===== src/rtl/lwcc_pkg.sv =====
// ============================================================================
// lwcc_pkg: shared types and constants of the cluster centroid block
// Field widths, fixed-point constants and the record passed from the
// accumulating front end to the division back end.
// ============================================================================
package lwcc_pkg;

    // Input and output field widths
    localparam int unsigned POS_W    = 6;
    localparam int unsigned ENERGY_W = 16;
    localparam int unsigned AMP_W    = 24;
    localparam int unsigned WGT_W    = 12;
    localparam int unsigned CENT_W   = 14;

    // Stream payload widths, padded to whole bytes
    localparam int unsigned S_DATA_W = 56;
    localparam int unsigned M_DATA_W = 32;

    // Accumulator widths
    localparam int unsigned SUMP_W = 32;
    localparam int unsigned SUMW_W = 24;

    // log2 result: 5-bit integer part, 16-bit fraction
    localparam int unsigned LOG_INT_W  = 5;
    localparam int unsigned LOG_FRAC_W = 16;
    localparam int unsigned LOG_W      = LOG_INT_W + LOG_FRAC_W;

    // ln 2 in Q0.16, as a signed multiplier operand
    localparam logic signed [16:0] LN2_Q16 = 17'sd45426;

    // Weight saturation level
    localparam logic [WGT_W-1:0] WEIGHT_MAX = 12'd4095;

    // Reset value of the weight offset (4.5 in Q4.8)
    localparam logic [WGT_W-1:0] LOG_WEIGHT_RESET = 12'd1152;

    // Division: numerator is the position sum shifted left by 8
    localparam int unsigned FRAC_SHIFT = 8;
    localparam int unsigned NUM_W      = SUMP_W + FRAC_SHIFT;
    localparam int unsigned DIV_STEPS  = NUM_W;

    // Depth of the queue between front and back end
    localparam int unsigned QUEUE_DEPTH = 2;

    // Closed cluster sums handed to the back end
    typedef struct packed {
        logic [SUMP_W-1:0] sum_x;
        logic [SUMP_W-1:0] sum_z;
        logic [SUMW_W-1:0] sum_w;
    } sums_t;

endpackage


===== src/rtl/lwcc_queue.sv =====
// ============================================================================
// lwcc_queue: short queue of closed cluster sums
// Decouples the accumulating front end from the division back end.
// ============================================================================
module lwcc_queue (
    input  logic             clk,
    input  logic             rst_n,
    input  logic             push_valid,
    output logic             push_ready,
    input  lwcc_pkg::sums_t  push_data,
    output logic             pop_valid,
    input  logic             pop_ready,
    output lwcc_pkg::sums_t  pop_data
);
    import lwcc_pkg::*;

    localparam int unsigned PTR_W = (QUEUE_DEPTH > 1) ? $clog2(QUEUE_DEPTH) : 1;
    localparam int unsigned CNT_W = $clog2(QUEUE_DEPTH + 1);

    sums_t            mem [QUEUE_DEPTH];
    logic [PTR_W-1:0] wr_ptr_reg, wr_ptr_next;
    logic [PTR_W-1:0] rd_ptr_reg, rd_ptr_next;
    logic [CNT_W-1:0] cnt_reg, cnt_next;
    logic             do_push, do_pop;

    assign push_ready = (cnt_reg != CNT_W'(QUEUE_DEPTH));
    assign pop_valid  = (cnt_reg != '0);
    assign do_push    = push_valid && push_ready;
    assign do_pop     = pop_valid && pop_ready;
    assign pop_data   = mem[rd_ptr_reg];

    // Pointer and fill update
    always_comb
    begin
        wr_ptr_next = wr_ptr_reg;
        rd_ptr_next = rd_ptr_reg;
        cnt_next    = cnt_reg;
        if (do_push)
        begin
            wr_ptr_next = (wr_ptr_reg == PTR_W'(QUEUE_DEPTH - 1)) ? '0 : wr_ptr_reg + PTR_W'(1);
        end
        if (do_pop)
        begin
            rd_ptr_next = (rd_ptr_reg == PTR_W'(QUEUE_DEPTH - 1)) ? '0 : rd_ptr_reg + PTR_W'(1);
        end
        if (do_push && !do_pop)
        begin
            cnt_next = cnt_reg + CNT_W'(1);
        end
        else if (do_pop && !do_push)
        begin
            cnt_next = cnt_reg - CNT_W'(1);
        end
    end

    always_ff @(posedge clk or negedge rst_n)
    begin
        if (!rst_n)
        begin
            wr_ptr_reg <= '0;
            rd_ptr_reg <= '0;
            cnt_reg    <= '0;
        end
        else
        begin
            wr_ptr_reg <= wr_ptr_next;
            rd_ptr_reg <= rd_ptr_next;
            cnt_reg    <= cnt_next;
        end
    end

    // Storage
    always_ff @(posedge clk)
    begin
        if (do_push)
        begin
            mem[wr_ptr_reg] <= push_data;
        end
    end

endmodule


===== config.mk =====
export PLATFORM = sky130hd
export DESIGN_NAME = lwcc_queue
export DESIGN_NICKNAME = d
export VERILOG_FILES = /design/src/rtl/lwcc_pkg.sv /design/src/rtl/lwcc_queue.sv
export SDC_FILE = /design/constraint.sdc
export NUM_CORES = 1
export LEC_CHECK = 0
export ABC_AREA = 1
export BUFFER_PORTS_ARGS = -buffer_cell sky130_fd_sc_hd__buf_4
export CORE_MARGIN = 3
export CORE_UTILIZATION = 52
export DETAILED_ROUTE_END_ITERATION = 6
export PLACE_DENSITY = 0.79
export SYNTH_ARGS = -nofsm -noshare
export SYNTH_HDL_FRONTEND = slang
export SYNTH_SLANG_ARGS = --single-unit

===== constraint.sdc =====
create_clock -name clk -period 5.38 [get_ports clk]
set_input_delay 0.807 -clock clk [delete_from_list [all_inputs] [get_ports clk]]
set_output_delay 0.807 -clock clk [all_outputs]
set_load 0.1 [all_outputs]

======== Yosys cells after proc, flatten, opt, wreduce, memory -nomap -nowiden ========
Memory sizes are Yosys's and may differ from the RTL's.
Index checks and enable logic that the tools add are counted.
storage, ports and cells
  word-level logic and storage cells ...... 23
  input bits .............................. 92
  memory bits (writable) .................. 176
  flip-flop bits (word level) ............. 4
  output and inout port bits .............. 90
  memories kept ........................... 1
memories
  name  depth  bits a word  rd ports  clocked after Yosys merged registers in  write ports  line              source
  mem   2      88           1         0                                        1            lwcc_queue.sv:20  sums_t mem [QUEUE_DEPTH];
operators by class
  reduce and logical (&&, ||, !) cells .... 8
  equality and inequality tests ........... 1
  mux-type cells .......................... 6
  add/subtract/negate cells ............... 4
operators with widths
  operator             count
  $logic_and 1x1->1    4
  $mux 1               4
  $mux 2               2
  $reduce_bool 2->1    2
  $add 1x1->1 const B  2
  $add 2x1->2 const B  1
  $logic_not 1->1      2
  $ne 2x2->1 const B   1
  $sub 2x1->2 const B  1

======== Depth between registers and ports, before layout ========
Gate-level depths: netlist (run 1).
  depth after elaboration ................. 6
  mapped depth ............................ 10
  depth with buffers taken out ............ 10

======== Least setup slack after synthesis (run 1) ========
Ideal clock, no wire load.
  path type ............................... reg-to-reg
  start point ............................. register cnt_reg[0]
  end point ............................... memory mem[0][0] (netlist name), enable pin
  data required time ...................... 4.844 ns
  stages on the path, launching flop included .. 5
  path slack .............................. -0.233 ns
  path buffers ............................ 0
  arrival ................................. 5.077 ns
  period minus slack after synthesis ...... 5.613 ns
  setup time .............................. 0.536 ns
  cells stage by stage .................... dfrtp_1 -> inv_1 -> nand2_1 -> nand2_1 -> nor2_1
on the way
  word-level cells in the longest chain between the ends .. 4
RTL lines
  element                       line              source
  from (decl)                   lwcc_queue.sv:23  logic [CNT_W-1:0] cnt_reg, cnt_next;
  from (signal assigned)        lwcc_queue.sv:68  cnt_reg <= cnt_next;
  $ne 2x2->1                    lwcc_queue.sv:26  assign push_ready = (cnt_reg != CNT_W'(QUEUE_DEPTH));
  net push_ready                lwcc_queue.sv:9   output logic push_ready,
  $logic_and 1x1->1             lwcc_queue.sv:28  assign do_push = push_valid && push_ready;
  $mux 1                        lwcc_queue.sv:75  if (do_push)
  $mux 1 (implied by the code)  lwcc_queue.sv:77  mem[wr_ptr_reg] <= push_data;
  to (decl)                     lwcc_queue.sv:20
The timed path passes the listed nets, and every way through them passes these cells.

==> results of run 1 <==
-- final timing paths --
check / depth (start not counted) / end / startpoint
max: 4 / pop_data[37] / rd_ptr_reg$_DFFE_PN0P_
min: 1 / rd_ptr_reg$_DFFE_PN0P_ / rst_n
max reg2reg: 5 / mem[0][49]$_DFFE_PP_ / cnt_reg[0]$_DFFE_PN0P_
min reg2reg: 1 / cnt_reg[0]$_DFFE_PN0P_ / cnt_reg[0]$_DFFE_PN0P_
max in group asynchronous: 1 / rd_ptr_reg$_DFFE_PN0P_ / rst_n
min in group clk: 1 / cnt_reg[0]$_DFFE_PN0P_ / cnt_reg[0]$_DFFE_PN0P_
-- critical path, cell delays in order, from the launching register on --
cell and delay [ns]:
dfrtp_2 0.38, buf_4 0.73, nand2_1 0.17, nand2_1 0.14, buf_4 0.29
-- cells by family (layout without fill, tap and decap cells) --
logic type	Yosys count	after routing
xor+xnor	2	2
fa+ha+maj	1	1
buf+inv	26	225
flops	180	180
simple gates	279	279
-- cell usage in the layout, fill, tap and decap left out --
cell type	synthesis	final
nand4_1	1	1
clkbuf_16	0	17
edfxtp_1	176	176
inv_1	6	6
clkinv_1	0	2
clkinv_2	0	5
nand3_1	2	2
bufinv_16	0	4
xnor2_1	1	1
dfrtp_2	0	1
xor2_1	1	1
clkbuf_1	0	3
dfrtp_1	4	3
nand2_1	274	274
clkinv_4	0	1
ha_1	1	1
buf_4	3	186
inv_4	1	1
nor2_4	0	2
-- per-layer routing --
metal,vias to the layer above,part of all wire,wire length [um],GRT usage
met4,0,0.018,228,0.08400
met5,-,0,0,0
met2,175,0.50,6426,0.3105
li1,2009,-,-,-
met3,18,0.082,1067,0.06459
met1,1937,0.40,5254,0.2373
-- metrics by stage --
stage	setup slack [ns]	utilization	instance area, um^2	TNS, ns	hold WS (ns)
final	2.415	0.7138	8717	0	0.1772
after global routing	2.278	0.7138	8717	0	0.1545
after CTS	2.403	0.7138	8717	0	0.1579
after detailed placement	2.871	0.6649	8119	0	0.4935
after global placement	2.888	0.6649	8119	0	0.4799
after floorplan	-0.2326	-	6611	-40.93	0.4625
-- final cells by class --
cell class	instances	area, um^2
Timing Repair Buffer	186	1396
Clock buffer	20	436.7
Sequential cell	180	5386
Tap cell	168	210.2
Clock inverter	12	161.4
Inverter	7	28.78
Multi-Input combinational cell	282	1097
Fill cell	868	3495
==> qor.csv, run 1 <==
metric,value,unit
status,"finished, final reports clean",
insertion delay to the later sink of the worst-skew pair,0.41,ns
post-synthesis cell count,488,
FMAX,337.2,MHz
post-synthesis area per instance,13.55,um^2
max_cap viols,0,
Final setup viols,0,
clock skew,0.004699,ns
cell taking the most area after synthesis,edfxtp_1,
total track usage,0.1923,
"FFs w/ async S/R, synth",0.02222,
Post-CTS Repair Setup Buffers,0,
Sinks on Clock Net,180,
CTS hold repair buffers,0,
placed wire-length estimate,8.424,mm
"flops & latches, synth",180,
adder-cell area share of the yosys netlist,0.001893,
vias in the first global route,4301,
min Tclk post-route,2.965,ns
WP data arrival,2.16,ns
multiplexer share of the synthesized area,0,
starting density of the core,0.5414,
CP Capture Type,output port,
DRT antenna net count,0,
# port buffers,181,
share of post-route cells with drive strength above 1,0.3159,
Routed WL,12.98,mm
largest net degree at the start of global routing,90,
die width,118.8,um
# rows,40,
Post-Synth Simple-Gate Area,0.1592,
core area,0.01221,mm^2
initial antenna violation count,0,
RSZ-0062 raised after global routing,false,
Root Buffer,clkbuf_16,
CTS tree,built,
post-CTS sizing,0,
top post-synthesis cells by count,"nand2_1, edfxtp_1, buf_2",
WS Path Type,flip-flop to output port,
initial DRC count,399,
max reg flops,176,
Slew Limit Fails,0,
Slew HR,0.3832,
Post-Syn Area,0.006611,mm^2
worst hold path class,input port to asynchronous set/reset pin,
WL/cell,15.18,um
"EDFF count, synth",176,
largest family of logic cells by synthesized area,simple AND/OR/NAND/NOR gates,
worst path required time,4.57,ns
most instantiated library cell after synthesis,nand2_1,
area share of the largest cell type after synthesis,0.7994,
Ports,182,
H-Tree Depth,4,
yosys warns,0,
Synth area leaders,"edfxtp_1, nand2_1, dfrtp_1",
R2R setup slack,3.57,ns
Max Buffers Root-to-Sink,2,
first-pass GRT wire length,21.05,mm
area grow syn2layout,31.85,%
vias per cell,4.841,
Synthesized Nets,581,
endpoints failing hold,0,
XOR/XNOR Fraction of Synth Area,0.002650,
Slew @ Worst Pin,0.9251,ns
period utilisation layout,0.5512,
ANT cells,0,
Synth Area in Compound Gates,0,
total congestion overflow,0,
routability cong.,0.7299,
Die H,118.8,um
via count,4139,
DR pass1 iterations,5,
sequential share of the synthesized area,0.8145,
Critical Path Start Type,flip-flop,
synth unique cells,14,
DR DRC count,0,
Layout Nets,767,
crit-path max FO,89,
final std cells w/o fill,855,
"CTS clk-pin slew, worst paths",0.06,ns
dominant synthesized flop cell,edfxtp_1,
Num CTS Buffers,17,
placed cells,823,
die footprint,0.01410,mm^2
Power of run 1 is not shown: default switching activity piles up to over one toggle a cycle in this logic, so the estimate is an artifact.
==> run 2: changes to the inputs <==
==> constraint.sdc (replaced) <==
create_clock -name clk -period 3.1 [get_ports clk]
set_input_delay 0.465 -clock clk [delete_from_list [all_inputs] [get_ports clk]]
set_output_delay 0.465 -clock clk [all_outputs]
set_load 0.1 [all_outputs]
==> run 2 against run 1 <==
Effect of this change:
- final cell count stayed put
- sequential share of layout area rose by 0.22 points
- non-clock buffer count stayed put
- register-to-register slack worse by 2.3 ns
- highest routed layer is now met5
- largest cell class unchanged
- clock skew grew 0.00056 ns
- critical endpoint is now pop_data[57]
==> qor.csv, run 2 (synthesized netlist as in run 1, its figures left out) <==
metric,value,unit
hold path startpoint,push_data[63],
ANT cells,0,
initial antenna violation count,1,
Hold Path Depth,1,
WS Path Type,flip-flop to output port,
period utilisation layout,0.8523,
FF-to-FF End,mem[0][49]$_DFFE_PP_,
R2R setup slack,1.30,ns
Sinks on Clock Net,180,
DR DRC count,0,
setup TNS,0,ns
fillcell total,831,
Register-to-Register Path Depth,5,
via count,4185,
"CTS clk-pin slew, worst paths",0.06,ns
die width,118.8,um
max_cap viols,0,
starting density of the core,0.5414,
area of the multi-input gates,0.001100,mm^2
H-Tree Depth,4,
Critical Path Start Type,flip-flop,
worst hold path class,input port to flip-flop,
CTS hold repair buffers,1,
Hold EP,mem[0][63]$_DFFE_PP_,
DR pass1 iterations,5,
total congestion overflow,0,
core area,0.01221,mm^2
max reg flops,176,
endpoints failing hold,0,
share of post-route cells with drive strength above 1,0.3115,
min Tclk post-route,2.642,ns
area grow syn2layout,31.43,%
RSZ-0062 raised after global routing,false,
initial DRC count,374,
largest net degree at the start of global routing,90,
Register Area,0.005389,mm^2
Ports,182,
FMAX,378.5,MHz
insertion delay to the later sink of the worst-skew pair,0.42,ns
worst path required time,2.63,ns
placed wire-length estimate,8.778,mm
die footprint,0.01410,mm^2
Post-CTS Repair Setup Buffers,0,
Routed WL,13.53,mm
vias per cell,4.895,
# port buffers,181,
worst r2r src,cnt_reg[0]$_DFFE_PN0P_,
WP data arrival,2.18,ns
DRT antenna net count,0,
Die H,118.8,um
Num CTS Buffers,17,
Slew Limit Fails,0,
vias in the first global route,4333,
post-CTS sizing,0,
first-pass GRT wire length,21.73,mm
# rows,40,
crit-path max FO,89,
Max Buffers Root-to-Sink,2,
CP Capture Type,output port,
WL/cell,15.82,um
Slew @ Worst Pin,0.9292,ns
Root Buffer,clkbuf_16,
"most common cell after layout, fill and taps aside",nand2_1,
status,"finished, final reports clean",
total track usage,0.1997,
CTS tree,built,
Slew HR,0.3805,
routability cong.,0.7242,
clock skew,0.005258,ns
most frequent cells in the layout,"nand2_1, buf_4, edfxtp_1",
fin util,0.7116,
Final setup viols,0,
Layout Nets,767,
-- run 2: changes by cell type in the layout (fill, tap and decap cells not counted), sizes merged --
cell / delta
bufinv: -2
dlygate4sd3: +1
clkinv: +1
clkinvlp: +1
buf: -1
-- run 2: how the worst max path moves through the flow --
stage / startpoint / to / cells after the start
after floorplan: cnt_reg[0]$_DFFE_PN0P_ / mem[0][0]$_DFFE_PP_ / 4
after global placement: rd_ptr_reg$_DFFE_PN0P_ / pop_data[62] / 4
after detailed placement: rd_ptr_reg$_DFFE_PN0P_ / pop_data[43] / 4
after CTS: rd_ptr_reg$_DFFE_PN0P_ / pop_data[57] / 4
after global routing: rd_ptr_reg$_DFFE_PN0P_ / pop_data[57] / 4
final: rd_ptr_reg$_DFFE_PN0P_ / pop_data[57] / 4
-- run 2: routing by layer --
metal	wire [um]	share of wire	global-route usage
met2	6821	0.50	0.3282
met1	5045	0.37	0.2367
met5	17	0.0013	0
met3	1397	0.10	0.08230
met4	246	0.018	0.07386
-- run 2: layout make-up --
cell class,instances,share of cell area
Inverter,7,0.003312
Clock inverter,12,0.01310
Tap cell,168,0.02419
Clock buffer,20,0.05025
Sequential cell,180,0.6202
Timing Repair Buffer,186,0.1624
Multi-Input combinational cell,282,0.1266
-- run 2: through the flow --
step / setup WS [ns] / hold slack (ns) / instance area [um^2] / cells
6_report: 0.4578 / 0.2309 / 8690 / 855
3_5_place_dp: 0.9069 / 0.2654 / 8129 / 822
3_3_place_gp: 0.9001 / 0.2632 / 8129 / 822
4_1_cts: 0.4400 / 0.2109 / 8690 / 855
2_1_floorplan: 0.1725 / 0.1694 / 6629 / 488
5_1_grt: 0.3011 / 0.2122 / 8690 / 855
-- run 2: critical path, cell delays in order, from the launching register on --
cell and delay (ns):
dfrtp_4 0.42, buf_4 0.69, nand2_1 0.17, nand2_1 0.12, buf_4 0.29
Power of run 2 is left out for the same reason.
==> run 3: changes to the inputs <==
--- a/config.mk
+++ b/config.mk
@@ -10,7 +10,7 @@
 export CORE_MARGIN = 3
 export CORE_UTILIZATION = 52
 export DETAILED_ROUTE_END_ITERATION = 6
-export PLACE_DENSITY = 0.79
+export PLACE_DENSITY_LB_ADDON = 0.3
 export SYNTH_ARGS = -nofsm -noshare
 export SYNTH_HDL_FRONTEND = slang
 export SYNTH_SLANG_ARGS = --single-unit
==> run 3 against run 2 <==
Effect of this change:
- via count grew 0.29%
- worst setup slack worse by 0.010 ns
- critical path depth did not move
- maximum frequency shrank 0.38%
- sequential cell count unchanged
- largest cell class unchanged
==> qor.csv, run 3 (synthesized netlist as in run 1, its figures left out) <==
metric,value,unit
FF-to-FF End,mem[0][15]$_DFFE_PP_,
setup TNS,0,ns
total congestion overflow,0,
endpoints failing hold,0,
clock skew,0.004932,ns
Sinks on Clock Net,180,
Slew HR,0.3630,
Max Buffers Root-to-Sink,2,
Placed Instance Area,0.008122,mm^2
WHS,0.2262,ns
Layout Nets,768,
WS Path Type,flip-flop to output port,
via count,4197,
crit path launch,rd_ptr_reg$_DFFE_PN0P_,
Slew Limit Fails,0,
Final setup viols,0,
max reg flops,176,
placed cells,823,
R2R setup slack,1.27,ns
period utilisation layout,0.8556,
CTS tree,built,
final std cells w/o fill,855,
worst path required time,2.63,ns
worst hold path class,input port to flip-flop,
"most common cell after layout, fill and taps aside",nand2_1,
Die H,118.8,um
first-pass GRT wire length,21.69,mm
core area,0.01221,mm^2
min Tclk post-route,2.652,ns
"CTS clk-pin slew, worst paths",0.06,ns
CP Capture Type,output port,
total track usage,0.2011,
WP data arrival,2.19,ns
worst-path cell with the longest stage delay,buf_4,
RSZ-0062 raised after global routing,false,
H-Tree Depth,4,
crit-path max FO,89,
starting density of the core,0.5414,
post-CTS sizing,0,
# rows,40,
finished layout cell area,0.008638,mm^2
Slew @ Worst Pin,0.9555,ns
Ports,182,
initial antenna violation count,0,
Num CTS Buffers,17,
CP peak stage delay,0.72,ns
area grow syn2layout,30.66,%
FMAX,377.0,MHz
status,"finished, final reports clean",
ANT cells,0,
routability cong.,0.7519,
# port buffers,181,
Root Buffer,clkbuf_16,
initial DRC count,380,
share of post-route cells with drive strength above 1,0.3071,
DRT antenna net count,0,
most frequent cells in the layout,"nand2_1, buf_4, edfxtp_1",
vias in the first global route,4421,
crit-path cells,buf_4 > nand2_1 > nand2_1 > buf_4,
largest net degree at the start of global routing,90,
crit path to,pop_data[60],
worst r2r src,cnt_reg[0]$_DFFE_PN0P_,
Critical Path Start Type,flip-flop,
vias per cell,4.909,
insertion delay to the later sink of the worst-skew pair,0.42,ns
die footprint,0.01410,mm^2
placed wire-length estimate,8.779,mm
max_cap viols,0,
Register-to-Register Path Depth,5,
Routed WL,13.76,mm
DR pass1 iterations,6,
WL/cell,16.09,um
die width,118.8,um
DR DRC count,0,
-- run 3: through the flow --
step / worst slack, ns / util
2_1_floorplan: 0.1725 / -
3_3_place_gp: 0.9881 / 0.6651
3_5_place_dp: 0.9093 / 0.6651
4_1_cts: 0.4417 / 0.7074
5_1_grt: 0.3469 / 0.7074
6_report: 0.4476 / 0.7074
-- run 3: timing repair --
item	CTS	global route
hold buffers	1	0
hold endpoints to repair	4	0
setup buffers	0	0
-- run 3: cell type report --
class / instances / area, um^2
Sequential cell: 180 / 5386
Fill cell: 859 / 3573
Timing Repair Buffer: 187 / 1406
Multi-Input combinational cell: 282 / 1100
Clock buffer: 21 / 440.4
Tap cell: 168 / 210.2
Clock inverter: 10 / 66.31
Inverter: 7 / 28.78
-- run 3: metal layers --
| metal | global-route usage | vias to the layer above | wire length, um |
|---|---|---|---|
| met1 | 0.2369 | 1989 | 5345 |
| met4 | 0.08472 | 0 | 302 |
| met2 | 0.3343 | 175 | 6854 |
| met3 | 0.07321 | 22 | 1253 |
| li1 | - | 2011 | - |
| met5 | 0 | - | 0 |
-- run 3: how the worst min path moves through the flow --
stage          slack [ns]                      to  cells after the start           from
2_1_floorplan        0.17  cnt_reg[0]$_DFFE_PN0P_                      0          rst_n
3_3_place_gp         0.26  cnt_reg[1]$_DFFE_PN0P_                      1          rst_n
3_5_place_dp         0.27  cnt_reg[1]$_DFFE_PN0P_                      1          rst_n
4_1_cts              0.20    mem[0][37]$_DFFE_PP_                      1  push_data[37]
5_1_grt              0.20    mem[0][81]$_DFFE_PP_                      1  push_data[81]
6_report             0.23    mem[0][37]$_DFFE_PP_                      1  push_data[37]
-- run 3: critical path, delay by kind of cell, from the launching register on --
family	cells	cell delay [ns]
DFF	1	0.38
buffers and inverters	2	1.03
and+or+nand+nor	2	0.30
Power of run 3 is left out for the same reason.
