<file path="src/rtl/lwcc_pkg.sv">
// ============================================================================
// lwcc_pkg: shared types and constants of the cluster centroid block
// Field widths, fixed-point constants and the record passed from the
// accumulating front end to the division back end.
// ============================================================================
package lwcc_pkg;

    // Input and output field widths
    localparam int unsigned POS_W    = 6;
    localparam int unsigned ENERGY_W = 16;
    localparam int unsigned AMP_W    = 24;
    localparam int unsigned WGT_W    = 12;
    localparam int unsigned CENT_W   = 14;

    // Stream payload widths, padded to whole bytes
    localparam int unsigned S_DATA_W = 56;
    localparam int unsigned M_DATA_W = 32;

    // Accumulator widths
    localparam int unsigned SUMP_W = 32;
    localparam int unsigned SUMW_W = 24;

    // log2 result: 5-bit integer part, 16-bit fraction
    localparam int unsigned LOG_INT_W  = 5;
    localparam int unsigned LOG_FRAC_W = 16;
    localparam int unsigned LOG_W      = LOG_INT_W + LOG_FRAC_W;

    // ln 2 in Q0.16, as a signed multiplier operand
    localparam logic signed [16:0] LN2_Q16 = 17'sd45426;

    // Weight saturation level
    localparam logic [WGT_W-1:0] WEIGHT_MAX = 12'd4095;

    // Reset value of the weight offset (4.5 in Q4.8)
    localparam logic [WGT_W-1:0] LOG_WEIGHT_RESET = 12'd1152;

    // Division: numerator is the position sum shifted left by 8
    localparam int unsigned FRAC_SHIFT = 8;
    localparam int unsigned NUM_W      = SUMP_W + FRAC_SHIFT;
    localparam int unsigned DIV_STEPS  = NUM_W;

    // Depth of the queue between front and back end
    localparam int unsigned QUEUE_DEPTH = 2;

    // Closed cluster sums handed to the back end
    typedef struct packed {
        logic [SUMP_W-1:0] sum_x;
        logic [SUMP_W-1:0] sum_z;
        logic [SUMW_W-1:0] sum_w;
    } sums_t;

endpackage

</file>
<file path="src/rtl/lwcc_divider.sv">
// ============================================================================
// lwcc_divider: centroid division back end
// Pops closed cluster sums, divides both position sums by the weight sum
// with a restoring divider, one quotient bit per cycle, and holds the
// result in the output register.
// ============================================================================
module lwcc_divider (
    input  logic                          clk,
    input  logic                          rst_n,
    input  logic                          q_valid,
    output logic                          q_ready,
    input  lwcc_pkg::sums_t               q_data,
    output logic                          m_tvalid,
    input  logic                          m_tready,
    output logic [lwcc_pkg::M_DATA_W-1:0] m_tdata,
    output logic                          m_tuser
);
    import lwcc_pkg::*;

    localparam int unsigned STEP_W = $clog2(DIV_STEPS);

    typedef enum logic [2:0] {
        D_IDLE = 3'b001,
        D_DIV  = 3'b010,
        D_DONE = 3'b100
    } div_state_t;

    div_state_t          state_reg, state_next;
    logic [STEP_W-1:0]   step_reg;
    logic [NUM_W-1:0]    num_x_reg, num_z_reg;
    logic [SUMW_W-1:0]   rem_x_reg, rem_z_reg;
    logic [SUMW_W-1:0]   div_reg;
    logic                zero_reg;
    logic                out_valid_reg;
    logic [M_DATA_W-1:0] out_data_reg;
    logic                out_user_reg;

    logic                pop;
    logic                load_out;
    logic [SUMW_W+NUM_W-1:0] step_x, step_z;

    // One restoring step: returns {remainder, numerator/quotient}
    function automatic logic [SUMW_W+NUM_W-1:0] div_step(
        input logic [SUMW_W-1:0] rem,
        input logic [NUM_W-1:0]  num,
        input logic [SUMW_W-1:0] dvs
    );
        logic [SUMW_W:0]   r2;
        logic              ge;
        logic [SUMW_W-1:0] rem_new;
        r2      = {rem, num[NUM_W-1]};
        ge      = (r2 >= {1'b0, dvs});
        rem_new = ge ? SUMW_W'(r2 - {1'b0, dvs}) : r2[SUMW_W-1:0];
        return {rem_new, num[NUM_W-2:0], ge};
    endfunction

    assign step_x   = div_step(rem_x_reg, num_x_reg, div_reg);
    assign step_z   = div_step(rem_z_reg, num_z_reg, div_reg);
    assign q_ready  = (state_reg == D_IDLE);
    assign pop      = q_valid && q_ready;
    assign load_out = (state_reg == D_DONE) && (!out_valid_reg || m_tready);

    // Sequencer
    always_comb
    begin
        state_next = state_reg;
        unique case (state_reg)
            D_IDLE:
            begin
                if (pop)
                begin
                    state_next = (q_data.sum_w == '0) ? D_DONE : D_DIV;
                end
            end
            D_DIV:
            begin
                if (step_reg == STEP_W'(DIV_STEPS - 1))
                begin
                    state_next = D_DONE;
                end
            end
            D_DONE:
            begin
                if (load_out)
                begin
                    state_next = D_IDLE;
                end
            end
            default:
            begin
                state_next = D_IDLE;
            end
        endcase
    end

    // Control state and output valid
    always_ff @(posedge clk or negedge rst_n)
    begin
        if (!rst_n)
        begin
            state_reg     <= D_IDLE;
            out_valid_reg <= 1'b0;
        end
        else
        begin
            state_reg <= state_next;
            if (load_out)
            begin
                out_valid_reg <= 1'b1;
            end
            else if (m_tready)
            begin
                out_valid_reg <= 1'b0;
            end
        end
    end

    // Divider datapath and output payload
    always_ff @(posedge clk)
    begin
        if (pop)
        begin
            // Empty weight sum: fields read as zero
            num_x_reg <= (q_data.sum_w == '0) ? '0 : {q_data.sum_x, FRAC_SHIFT'(0)};
            num_z_reg <= (q_data.sum_w == '0) ? '0 : {q_data.sum_z, FRAC_SHIFT'(0)};
            rem_x_reg <= '0;
            rem_z_reg <= '0;
            div_reg   <= q_data.sum_w;
            step_reg  <= '0;
            zero_reg  <= (q_data.sum_w == '0);
        end
        else if (state_reg == D_DIV)
        begin
            {rem_x_reg, num_x_reg} <= step_x;
            {rem_z_reg, num_z_reg} <= step_z;
            step_reg <= step_reg + STEP_W'(1);
        end
        if (load_out)
        begin
            out_data_reg <= {4'd0, num_z_reg[CENT_W-1:0], num_x_reg[CENT_W-1:0]};
            out_user_reg <= !zero_reg;
        end
    end

    assign m_tvalid = out_valid_reg;
    assign m_tdata  = out_data_reg;
    assign m_tuser  = out_user_reg;

endmodule

</file>
<file path="config.mk">
export PLATFORM = sky130hd
export DESIGN_NAME = lwcc_divider
export DESIGN_NICKNAME = d
export VERILOG_FILES = /design/src/rtl/lwcc_pkg.sv /design/src/rtl/lwcc_divider.sv
export SDC_FILE = /design/constraint.sdc
export NUM_CORES = 1
export LEC_CHECK = 0
export ABC_CLOCK_PERIOD_IN_PS = 3800
export BUFFER_PORTS_ARGS = -buffer_cell sky130_fd_sc_hd__clkbuf_2
export CAP_MARGIN = 10
export CORE_MARGIN = 1
export CORE_UTILIZATION = 55
export DETAILED_ROUTE_END_ITERATION = 10
export GPL_ROUTABILITY_DRIVEN = 0
export PLACE_DENSITY = 0.76
export SYNTH_ARGS = -nofsm -noshare
export SYNTH_HDL_FRONTEND = slang
export SYNTH_SLANG_ARGS = --single-unit
</file>
<file path="constraint.sdc">
create_clock -name clk -period 3.8 [get_ports clk]
set_input_delay 0.38 -clock clk [delete_from_list [all_inputs] [get_ports clk]]
set_output_delay 0.38 -clock clk [all_outputs]
set_load 0.05 [all_outputs]
</file>
; After elaboration in Yosys (flattened, before gate mapping)
; Cells that the tools add are included.
; W data, S select, Z words.
[word_totals]
input_bits = 92
ff_bits = 192
wordCells = 47
output_inout_bits = 35
[classes]
n_eq_ne = 7
n_lt_le_gt_ge = 2
addsub = 3
n_reduce_logical = 9
n_mux = 15
[ops]
columns = cell, n
row1 = $mux W40, 6
row2 = $ge A25 B24 Y1, 2
row3 = $mux W24, 2
row4 = $sub A24 B24 Y24, 2
row5 = $logic_not A24 Y1, 1
row6 = $mux W3, 4
row7 = $pmux W3 S3, 1
row8 = $add A6 B1 Y6 const B, 1
row9 = $eq A6 B6 Y1 const B, 1
row10 = $ne A2 B2 Y1 const B, 2
row11 = $reduce_bool A2 Y1, 2
row12 = $eq A3 B1 Y1 const B, 1
row13 = $eq A3 B2 Y1 const B, 1
row14 = $eq A3 B3 Y1 const B, 1
row15 = $reduce_and A3 Y1, 1
row16 = $logic_and A1 B1 Y1, 2
row17 = $logic_not A1 Y1, 2
row18 = $mux W1, 2
row19 = $ne A2 B1 Y1 const B, 1
row20 = $logic_or A1 B1 Y1, 1

; Depth between registers and ports, before layout
; Gate-level depths: netlist (run 1).
[depth]
word_depth = 5
ltp_mapped = 12
ltp_nobuf = 11

; Worst setup path before layout (run 1)
; No wires, ideal clock.
[synth_timing]
kind = reg2reg
from = reg state_reg[0]
to = reg num_x_reg[0], enable pin
synth_period_minus_slack_ns = 3.733
setup_ns = 0.434
arrival_ns = 3.300
path_stages_with_launch = 9
required_ns = 3.366
path_buffers = 2
setup_slack_ns = 0.067
cell_sequence = dfstp_2 -> nand2_1 -> inv_1 -> nand2_1 -> inv_2 -> nor2_1 -> clkbuf_1 -> clkbuf_1 -> inv_1
[synth_between]
elab_chain_len = 3
word_cells_on_any_way = 4
classes_between = 2 x eq/ne / 2 x reduce/logical
[synth_rtl]
columns = item, line
row1 = start: declaration, lwcc_divider.sv:28  ; div_state_t state_reg, state_next;
row2 = start signal: assignment, lwcc_divider.sv:106  ; state_reg <= state_next;
row3 = $eq A3 B1 Y1, lwcc_divider.sv:59  ; assign q_ready = (state_reg == D_IDLE);
row4 = net q_ready, lwcc_divider.sv:11  ; output logic q_ready,
row5 = $logic_and A1 B1 Y1, lwcc_divider.sv:60  ; assign pop = q_valid && q_ready;
row6 = $reduce_bool A2 Y1 (no source line), n/a
row7 = end signal: assignment, lwcc_divider.sv:124  ; num_x_reg <= (q_data.sum_w == '0) ? '0 : {q_data.sum_x, FRAC_SHIFT'(0)};
row8 = end signal: assignment, lwcc_divider.sv:134  ; {rem_x_reg, num_x_reg} <= step_x;
row9 = end: declaration, lwcc_divider.sv:30  ; logic [NUM_W-1:0] num_x_reg, num_z_reg;
; The timed path passes the listed nets, and every way through them passes these cells.
; A chain may end at the register's enable or synchronous reset.

; Worst setup path after layout (run 1)
[layout_timing]
from = reg div_reg[1]
to = reg rem_z_reg[17]
[layout_between]
elab_chain_len = 2
word_cells_on_any_way = 3
classes_between = 1 x add/sub / 1 x order compare / 1 x mux
[layout_rtl]
columns = item, line
row1 = start: declaration, lwcc_divider.sv:32  ; logic [SUMW_W-1:0] div_reg;
row2 = start signal: assignment, lwcc_divider.sv:128  ; div_reg <= q_data.sum_w;
row3 = $sub A24 B24 Y24 or $ge A25 B24 Y1 (tied branches), "lwcc_divider.sv:53, lwcc_divider.sv:52"
row4 = $mux W24 *, lwcc_divider.sv:53  ; rem_new = ge ? SUMW_W'(r2 - {1'b0, dvs}) : r2[SUMW_W-1:0];
row5 = end signal: assignment, lwcc_divider.sv:135  ; {rem_z_reg, num_z_reg} <= step_z;
row6 = end: declaration, lwcc_divider.sv:31  ; logic [SUMW_W-1:0] rem_x_reg, rem_z_reg;
; Every way passes the cells marked *; elsewhere a longest branch is shown, timed or not.

==> results of run 1 <==
[power breakdown]
group          leakage, nW  switching, mW  internal [mW]  total (mW)
logic                 2.66           2.52           1.43        3.95
registers             1.75          0.356           3.28        3.63
clock network        0.309          0.936          0.977        1.91
[kinds of logic after synthesis]
logic type               count (synthesis)  share of synthesized area
AO/OA/AOI/OAI                          269                      0.165
flip-flops                             192                      0.515
AND/OR/NAND/NOR                        359                      0.158
adder cells (fa/ha/maj)                 51                     0.0646
XOR/XNOR                                37                     0.0321
multiplexers                            28                     0.0277
other                                    1                   0.000371
buffers and inverters                   87                     0.0375
[final cells by class]
type                       instances  area (µm²)  area share
clock inverter                    15         221      0.0192
tap                              229         287      0.0248
inverter                          39         149      0.0129
clock buffer                      17         425      0.0368
multi-input combinational        748        4570       0.396
timing repair buffer             132         701      0.0606
sequential                       192        5210       0.450
[metal layers]
layer,wire length [µm],share of wire,global-route usage
met5,0,0,0
met4,433,0.019,0.0861
met2,11000,0.49,0.397
met1,10000,0.45,0.326
met3,1050,0.047,0.0445
[worst max-delay path, cell delays in order, from the launching register on]
cell,delay (ps)
edfxtp_1,450
inv_1,110
ha_1,310
nor2b_4,160
o31a_1,180
o31ai_2,110
o21ai_4,270
a31oi_4,160
o21ai_4,800
nor2_1,200
a221o_1,350
[layout by cell type, fill, tap and decap left out, types with 7 or more instances in the layout]
master / Yosys / layout
a211oi_1: 7 / 7
a21o_1: 12 / 12
a21oi_1: 43 / 43
a22o_1: 7 / 7
a31oi_1: 8 / 8
a32oi_1: 7 / 7
and2_1: 15 / 15
and3_1: 10 / 10
buf_4: 5 / 8
clkbuf_16: 0 / 17
clkbuf_2: 0 / 122
dfxtp_1: 54 / 54
edfxtp_1: 134 / 134
ha_1: 49 / 49
inv_1: 38 / 37
mux2i_1: 28 / 28
nand2_1: 204 / 203
nand3_1: 18 / 18
nand4_1: 8 / 8
nor2_1: 54 / 52
nor2b_1: 7 / 7
nor3_1: 18 / 18
nor4_1: 7 / 7
o211ai_1: 8 / 8
o21ai_0: 128 / 128
xnor2_1: 21 / 21
xor2_1: 16 / 16
[worst min-delay path by stage]
stage	depth (start not counted)	end	from	slack (ps)
after CTS	1	div_reg[7]	q_data[7]	110
after floorplan	0	m_tvalid	rst_n	80
final	1	div_reg[7]	q_data[7]	120
after global placement	1	m_tvalid	rst_n	190
after global routing	1	div_reg[7]	q_data[7]	110
after detailed placement	1	m_tvalid	rst_n	200
==> results.json, run 1 <==
{
  "finalNonFillerCells": 1372,
  "placed_area_um2": 10900,
  "cp_max_fo": 27,
  "synth_area_um2": 10100,
  "h-tree-depth": 4,
  "cts_tree": "built",
  "reg2reg_from": "div_reg[1]",
  "drive_above_1_share": 0.159,
  "drtIter0Drc": 546,
  "total_power_mw": 9.49,
  "hold_path.class": "in -> reg",
  "tns_ps": 0,
  "grt_pass1_vias": 7247,
  "status": "complete, no violations",
  "syn_to_final_growth_pct": 14.4,
  "cp-end-kind": "flop",
  "critPathKind": "reg -> reg",
  "synth_edf_count": 134,
  "diodes": 0,
  "leakage_nw": 4.71,
  "grt_pass1_wl_mm": 35.5,
  "period_share": 0.847,
  "dp.cells": 1339,
  "drcViolationCount": 0,
  "critPathLaunch": "div_reg[1]",
  "crit_end": "rem_z_reg[17]",
  "ant_nets": 0,
  "synth_top_area_frac": 0.398,
  "die_area_um2": 18900,
  "ys.flop_type": "edfxtp_1",
  "ir_drop_mv": 0.521,
  "root_buffer": "clkbuf_16",
  "startpoint_type": "flop",
  "routedWlPerCell_um": 16.4,
  "antenna_found_initial": 0,
  "powerDensity_nw_per_um2": 821,
  "coreArea_um2": 18000,
  "num_rows": 49,
  "synth_top_area_cell": "edfxtp_1",
  "layout.nets": 1273,
  "via_count": 7886,
  "arrival_ps": 3540,
  "cts-buffers-inserted": 17,
  "syn_area_per_cell_um2": 9.87,
  "via_per_inst": 5.75,
  "grt_start_max_net_pins": 97,
  "worst_pin_slew_ps": 1050,
  "maxSlewHeadroom": 0.299,
  "reg2reg_depth": 10,
  "die_h_um": 138,
  "yosysWarnings": 0,
  "fin_ws_ps": 583,
  "grt-ovfl-total": 0,
  "setup_viol": 0,
  "synth_cells": 1024,
  "die_width_um": 138,
  "synth.most_common_cell": "nand2_1",
  "clk_pin_slew_ps": 80,
  "max_freq_mhz": 311,
  "port_buffers": 122,
  "rsz0062_at_grt": "no",
  "maxSlewViolCount": 0,
  "post_cts_buffers": 0,
  "grt.total_usage": 0.244,
  "cts_hold_buf": 1,
  "hpwl_mm": 15.3,
  "critPathRequiredTime_ps": 4120,
  "timing.final.crit_period_ps": 3220,
  "r2r_end": "rem_z_reg[17]",
  "post_cts_resized": 0,
  "hold_violations": 0,
  "finalInstanceArea_um2": 11600,
  "ys_seq_elements": 192,
  "fillCellCount": 1456,
  "initial_core_util": 0.563,
  "cts.sinks": 192,
  "r2r_slack_ps": 580,
  "ys_top_cells_by_area": "edfxtp_1, dfxtp_1, nand2_1, o21ai_0, ha_1",
  "whs_ps": 120,
  "synth_common_cells": "nand2_1, edfxtp_1, o21ai_0, dfxtp_1, nor2_1",
  "async_flop_share": 0.0208,
  "fin_util": 0.644,
  "ys_types": 69,
  "seq_area_frac_synth": 0.515,
  "clock_latency_ps": 450,
  "skew_ps": 16.5,
  "ios": 127,
  "place_ws_ps": 614,
  "clk_path_buf_depth": 2,
  "drt-total-wl_mm": 22.4,
  "maxCapViolations": 0,
  "firstDrtPassIters": 5
}
Power figures use the tool's default switching activity.
==> run 2: changes to the inputs <==
- ABC_CLOCK_PERIOD_IN_PS: 3800 -> 3100
- clock period: 3.8 -> 3.1 ns (I/O delays scaled with it)
==> run 2 against run 1 <==
  * Maximum frequency increased by 12%
  * Worst hold slack lost 57 ps
  * Global-route usage grew 0.30 points
  * Sequential cell count stayed put
  * Critical path depth rose by 1
  * Wire length rose by 1.1%
  * Combinational power increased by 26%
  * Sequential share of layout area down 0.20 points
  * Sequential power grew 23%
  * Die area unchanged
  * First-iteration DRC count increased by 4.2%
  * Register-to-register slack got worse by 350 ps
  * Critical endpoint is now rem_z_reg[20]
  * Largest cell class unchanged
  * Largest power group unchanged
  * Highest routed layer unchanged
==> results.json, run 2 (synthesis results as in run 1) <==
{
  "hold_path.class": "in -> reg",
  "clock_latency_ps": 440,
  "period_share": 0.925,
  "cts-buffers-inserted": 17,
  "drtIter0Drc": 569,
  "internal_power_mw": 6.95,
  "port_buffers": 122,
  "grt_pass1_vias": 7344,
  "maxSlewViolCount": 0,
  "hold_violations": 0,
  "ios": 127,
  "tns_ps": 0,
  "drt-total-wl_mm": 22.7,
  "root_buffer": "clkbuf_16",
  "die_area_um2": 18900,
  "routedWlPerCell_um": 16.4,
  "grt.total_usage": 0.247,
  "initial_core_util": 0.563,
  "via_per_inst": 5.74,
  "clockPowerShare": 0.190,
  "worst_hold_path.num_cells": 2,
  "hp-start": "q_valid",
  "arrival_ps": 3160,
  "cp-end-kind": "flop",
  "r2r_end": "rem_z_reg[20]",
  "worst_pin_slew_ps": 932,
  "whs_endpoint": "state_reg[0]",
  "clk_pin_slew_ps": 80,
  "cts_tree": "built",
  "num_rows": 49,
  "firstDrtPassIters": 5,
  "ant_nets": 0,
  "coreArea_um2": 18000,
  "timing.final.crit_period_ps": 2870,
  "maxSlewHeadroom": 0.379,
  "reg2reg_from": "div_reg[1]",
  "critPathKind": "reg -> reg",
  "diodes": 0,
  "grt_start_max_net_pins": 84,
  "reg2reg_depth": 11,
  "skew_ps": 14.5,
  "status": "complete, no violations",
  "h-tree-depth": 4,
  "hpwl_mm": 15.8,
  "grt-ovfl-total": 0,
  "critPathRequiredTime_ps": 3390,
  "leakage_nw": 4.73,
  "ir_drop_mv": 0.866,
  "powerDensity_nw_per_um2": 1000,
  "die_h_um": 138,
  "power_switching_mw": 4.69,
  "pwr-share-comb": 0.427,
  "startpoint_type": "flop",
  "clk_path_buf_depth": 2,
  "cp_max_fo": 10,
  "swShare": 0.403,
  "die_width_um": 138,
  "seqPwrFrac": 0.383,
  "rsz0062_at_grt": "no",
  "via_count": 7919,
  "max_freq_mhz": 349,
  "layout.nets": 1281,
  "drcViolationCount": 0,
  "final_cell_mix": "nand2_1, edfxtp_1, o21ai_0",
  "drive_above_1_share": 0.166,
  "grt_pass1_wl_mm": 36.0,
  "r2r_slack_ps": 230,
  "setup_viol": 0,
  "mostFrequentLayoutCell": "nand2_1",
  "whs_ps": 62.8,
  "antenna_found_initial": 0,
  "cts.sinks": 192,
  "syn_to_final_growth_pct": 14.9,
  "maxCapViolations": 0
}
[run 2: metrics by stage]
step | total power, mW | setup WS, ps | cells | cell area, µm² | util
floorplan | 8.20 | 18.7 | 1027 | 10100 | -
global placement | 9.22 | 260 | 1344 | 11000 | 0.611
detailed placement | 9.37 | 197 | 1344 | 11000 | 0.611
CTS | 11.6 | 185 | 1377 | 11600 | 0.645
global route | 12.4 | 46.2 | 1380 | 11600 | 0.647
finish | 11.6 | 231 | 1380 | 11600 | 0.647
[run 2: power groups by stage]
stage | registers, mW | clock network [mW] | logic, mW
after floorplan | 4.47 | 0 | 3.73
after CTS | 4.46 | 2.24 | 4.92
after global placement | 4.47 | 0 | 4.76
after detailed placement | 4.50 | 0 | 4.87
after global routing | 4.56 | 2.33 | 5.53
final | 4.46 | 2.21 | 4.97
[run 2: worst max path at each step]
stage	start	end	slack, ps	cells past startpoint
2_1_floorplan	state_reg[2]	num_x_reg[0]	20	9
3_3_place_gp	div_reg[1]	num_z_reg[0]	260	10
3_5_place_dp	div_reg[1]	rem_z_reg[20]	200	11
4_1_cts	div_reg[1]	rem_z_reg[20]	190	11
5_1_grt	div_reg[1]	rem_x_reg[2]	50	11
6_report	div_reg[1]	rem_z_reg[20]	230	11
[run 2: routing by layer]
metal,vias to the layer above,routed length [µm],track usage
li1,3925,-,-
met1,3758,10300,0.333
met2,209,10900,0.398
met3,27,990,0.0453
met4,0,478,0.0885
met5,-,0,0
[run 2: final cells by class]
class / instances / area, µm²
Timing Repair Buffer: 140 / 773
Clock inverter: 15 / 186
Clock buffer: 17 / 425
Multi-Input combinational cell: 748 / 4580
Sequential cell: 192 / 5210
Inverter: 39 / 155
Fill cell: 1464 / 6350
Tap cell: 229 / 287
[run 2: critical path, cell delays in order, from the launching register on]
cell,delay [ps]
edfxtp_1,460
inv_1,130
ha_1,260
nor2b_4,140
o31a_1,270
o31ai_2,390
o21ai_4,150
a31oi_4,290
o21ai_4,160
buf_4,210
mux2i_1,170
o21ai_0,100
[run 2: what timing repair did]
action                     CTS  global route
hold endpoints to repair     4             0
setup buffers                0             3
hold buffers                 1             0
setup endpoints to repair    0             1
resized for setup            0             0
==> run 3: changes to the inputs <==
- REMOVE_ABC_BUFFERS: not set -> 1
==> run 3 against run 2 <==
  * Power is 1.3% higher
  * Critical path depth is 1 higher
  * Sequential share of layout area is 0.32 points lower
  * First-iteration DRC count is 7.7% lower
  * Maximum frequency hardly changed
  * Register-to-register slack hardly changed
  * Non-clock buffer count is 1 higher
  * Worst setup slack hardly changed
  * Via count is 1.1% higher
  * Utilization is 0.46 points higher
  * Clock power is 5% higher
  * Critical endpoint is now rem_z_reg[12]
  * Clock skew is 3.3 ps lower
==> results.json, run 3 (synthesis results as in run 1) <==
{
  "worst_hold_path.num_cells": 1,
  "initial_core_util": 0.563,
  "drtIter0Drc": 525,
  "die_area_um2": 18900,
  "swShare": 0.404,
  "critPathLaunch": "div_reg[1]",
  "syn_to_final_growth_pct": 15.7,
  "pwr-share-comb": 0.423,
  "critical_path.cell_chain": "inv_1 -> ha_1 -> nor2b_4 -> o31a_1 -> o31ai_2 -> o21ai_4 -> a31oi_4 -> o21ai_4 -> buf_4 -> buf_4 -> mux2i_1 -> o21ai_0",
  "mostFrequentLayoutCell": "nand2_1",
  "cp.depth": 12,
  "crit_end": "rem_z_reg[12]",
  "routedWlPerCell_um": 16.8,
  "coreArea_um2": 18000,
  "startpoint_type": "flop",
  "port_buffers": 122,
  "die_width_um": 138,
  "r2r_slack_ps": 230,
  "hold_violations": 0,
  "fillCellCount": 1402,
  "rsz0062_at_grt": "no",
  "cp-end-kind": "flop",
  "cts-buffers-inserted": 17,
  "h-tree-depth": 4,
  "drcViolationCount": 0,
  "cts.sinks": 192,
  "whs_ps": 59.5,
  "max_stage_delay_ps": 460,
  "hold_path.class": "in -> reg",
  "maxSlewViolCount": 0,
  "reg2reg_depth": 12,
  "firstDrtPassIters": 5,
  "crit_family": "compound AO/OA/AOI/OAI gates",
  "powerDensity_nw_per_um2": 1010,
  "grt_pass1_vias": 7686,
  "via_per_inst": 5.80,
  "total_power_mw": 11.8,
  "num_rows": 49,
  "maxCapViolations": 0,
  "critPathKind": "reg -> reg",
  "hpwl_mm": 16.1,
  "drive_above_1_share": 0.167,
  "ir_drop_mv": 0.519,
  "status": "complete, no violations",
  "multiInputGateArea_um2": 4580,
  "antenna_found_initial": 0,
  "timing.final.crit_period_ps": 2870,
  "final_cell_mix": "nand2_1, edfxtp_1, o21ai_0",
  "diodes": 0,
  "grt-ovfl-total": 0,
  "clk_path_buf_depth": 2,
  "cp_num_buf_inv": 3,
  "seqPwrFrac": 0.379,
  "drt-total-wl_mm": 23.3,
  "root_buffer": "clkbuf_16",
  "slowest_stage": "edfxtp_1",
  "critPathRequiredTime_ps": 3380,
  "power_switching_mw": 4.76,
  "period_share": 0.925,
  "arrival_ps": 3150,
  "clk_pin_slew_ps": 80,
  "internal_power_mw": 7.03,
  "setup_viol": 0,
  "ant_nets": 0,
  "maxSlewHeadroom": 0.282,
  "seqCellArea_um2": 5210,
  "leakage_nw": 4.78,
  "max_freq_mhz": 349,
  "via_count": 8005,
  "grt_pass1_wl_mm": 37.6,
  "cts_tree": "built",
  "worst_pin_slew_ps": 1080,
  "clockPowerShare": 0.198,
  "layout.nets": 1282,
  "clock_latency_ps": 440,
  "tns_ps": 0,
  "reg2reg_from": "div_reg[1]",
  "die_h_um": 138,
  "r2r_end": "rem_z_reg[12]",
  "ios": 127,
  "grt_start_max_net_pins": 97,
  "grt.total_usage": 0.258,
  "skew_ps": 11.1,
  "cp_max_fo": 6
}
-- run 3: cell types whose count changed in the layout (fill, tap and decap cells not counted), moves of 2 or more --
cell / change
inv_8: -2
buf_4: -2
inv_12: +4
clkinvlp_4: -2
buf_12: +3
inv_6: -2
-- run 3: metal layers --
metal  routed length, µm  up-vias  global-route usage
met5                   0        -                   0
met2               11000      256               0.413
met3                1660       24              0.0717
met4                 342        0              0.0775
met1               10300     3801               0.339
li1                    -     3924                   -
-- run 3: worst min-delay path by stage --
stage                from     endpoint  slack [ps]
3_3_place_gp        rst_n     m_tvalid         120
6_report        q_data[7]   div_reg[7]          60
4_1_cts        q_data[23]  div_reg[23]          50
2_1_floorplan       rst_n     m_tvalid          10
5_1_grt        q_data[22]  div_reg[22]          50
3_5_place_dp        rst_n     m_tvalid         120
-- run 3: worst reg2reg max path: cells and delay by family (launching register included) --
kind,cells,cell delay [ps]
buffers and inverters,3,450
flip-flops,1,460
multiplexers,1,150
adder cells (fa/ha/maj),1,240
AO/OA/AOI/OAI,6,1280
AND/OR/NAND/NOR,1,140
-- run 3: area by class of cell --
class,count,area share
inverter,39,0.0127
clock inverter,15,0.0195
multi-input combinational,748,0.392
timing repair buffer,141,0.0700
tap,229,0.0245
sequential,192,0.445
clock buffer,17,0.0364
-- run 3: power by group through the flow --
stage / Clock [mW] / Sequential [mW] / Combinational [mW]
after floorplan: 0 / 4.48 / 3.55
after global placement: 0 / 4.47 / 4.74
after detailed placement: 0 / 4.50 / 4.86
after CTS: 2.36 / 4.46 / 4.90
after global routing: 2.44 / 4.57 / 5.56
final: 2.33 / 4.46 / 4.99
-- run 3: stage by stage --
| step | utilization | cells | setup WS (ps) | cell area (µm²) |
|---|---|---|---|---|
| after floorplan | - | 979 | -3980 | 9890 |
| after global routing | 0.651 | 1381 | 52.2 | 11700 |
| after CTS | 0.648 | 1377 | 109 | 11600 |
| after detailed placement | 0.612 | 1344 | 105 | 11000 |
| after global placement | 0.612 | 1344 | 218 | 11000 |
| final | 0.651 | 1381 | 231 | 11700 |
-- run 3: timing repair --
item / CTS / global route
hold buffers: 1 / 0
endpoints found under the hold margin: 4 / 0
resized for setup: 0 / 1
setup endpoints to repair: 0 / 10
buffers inserted: 0 / 4
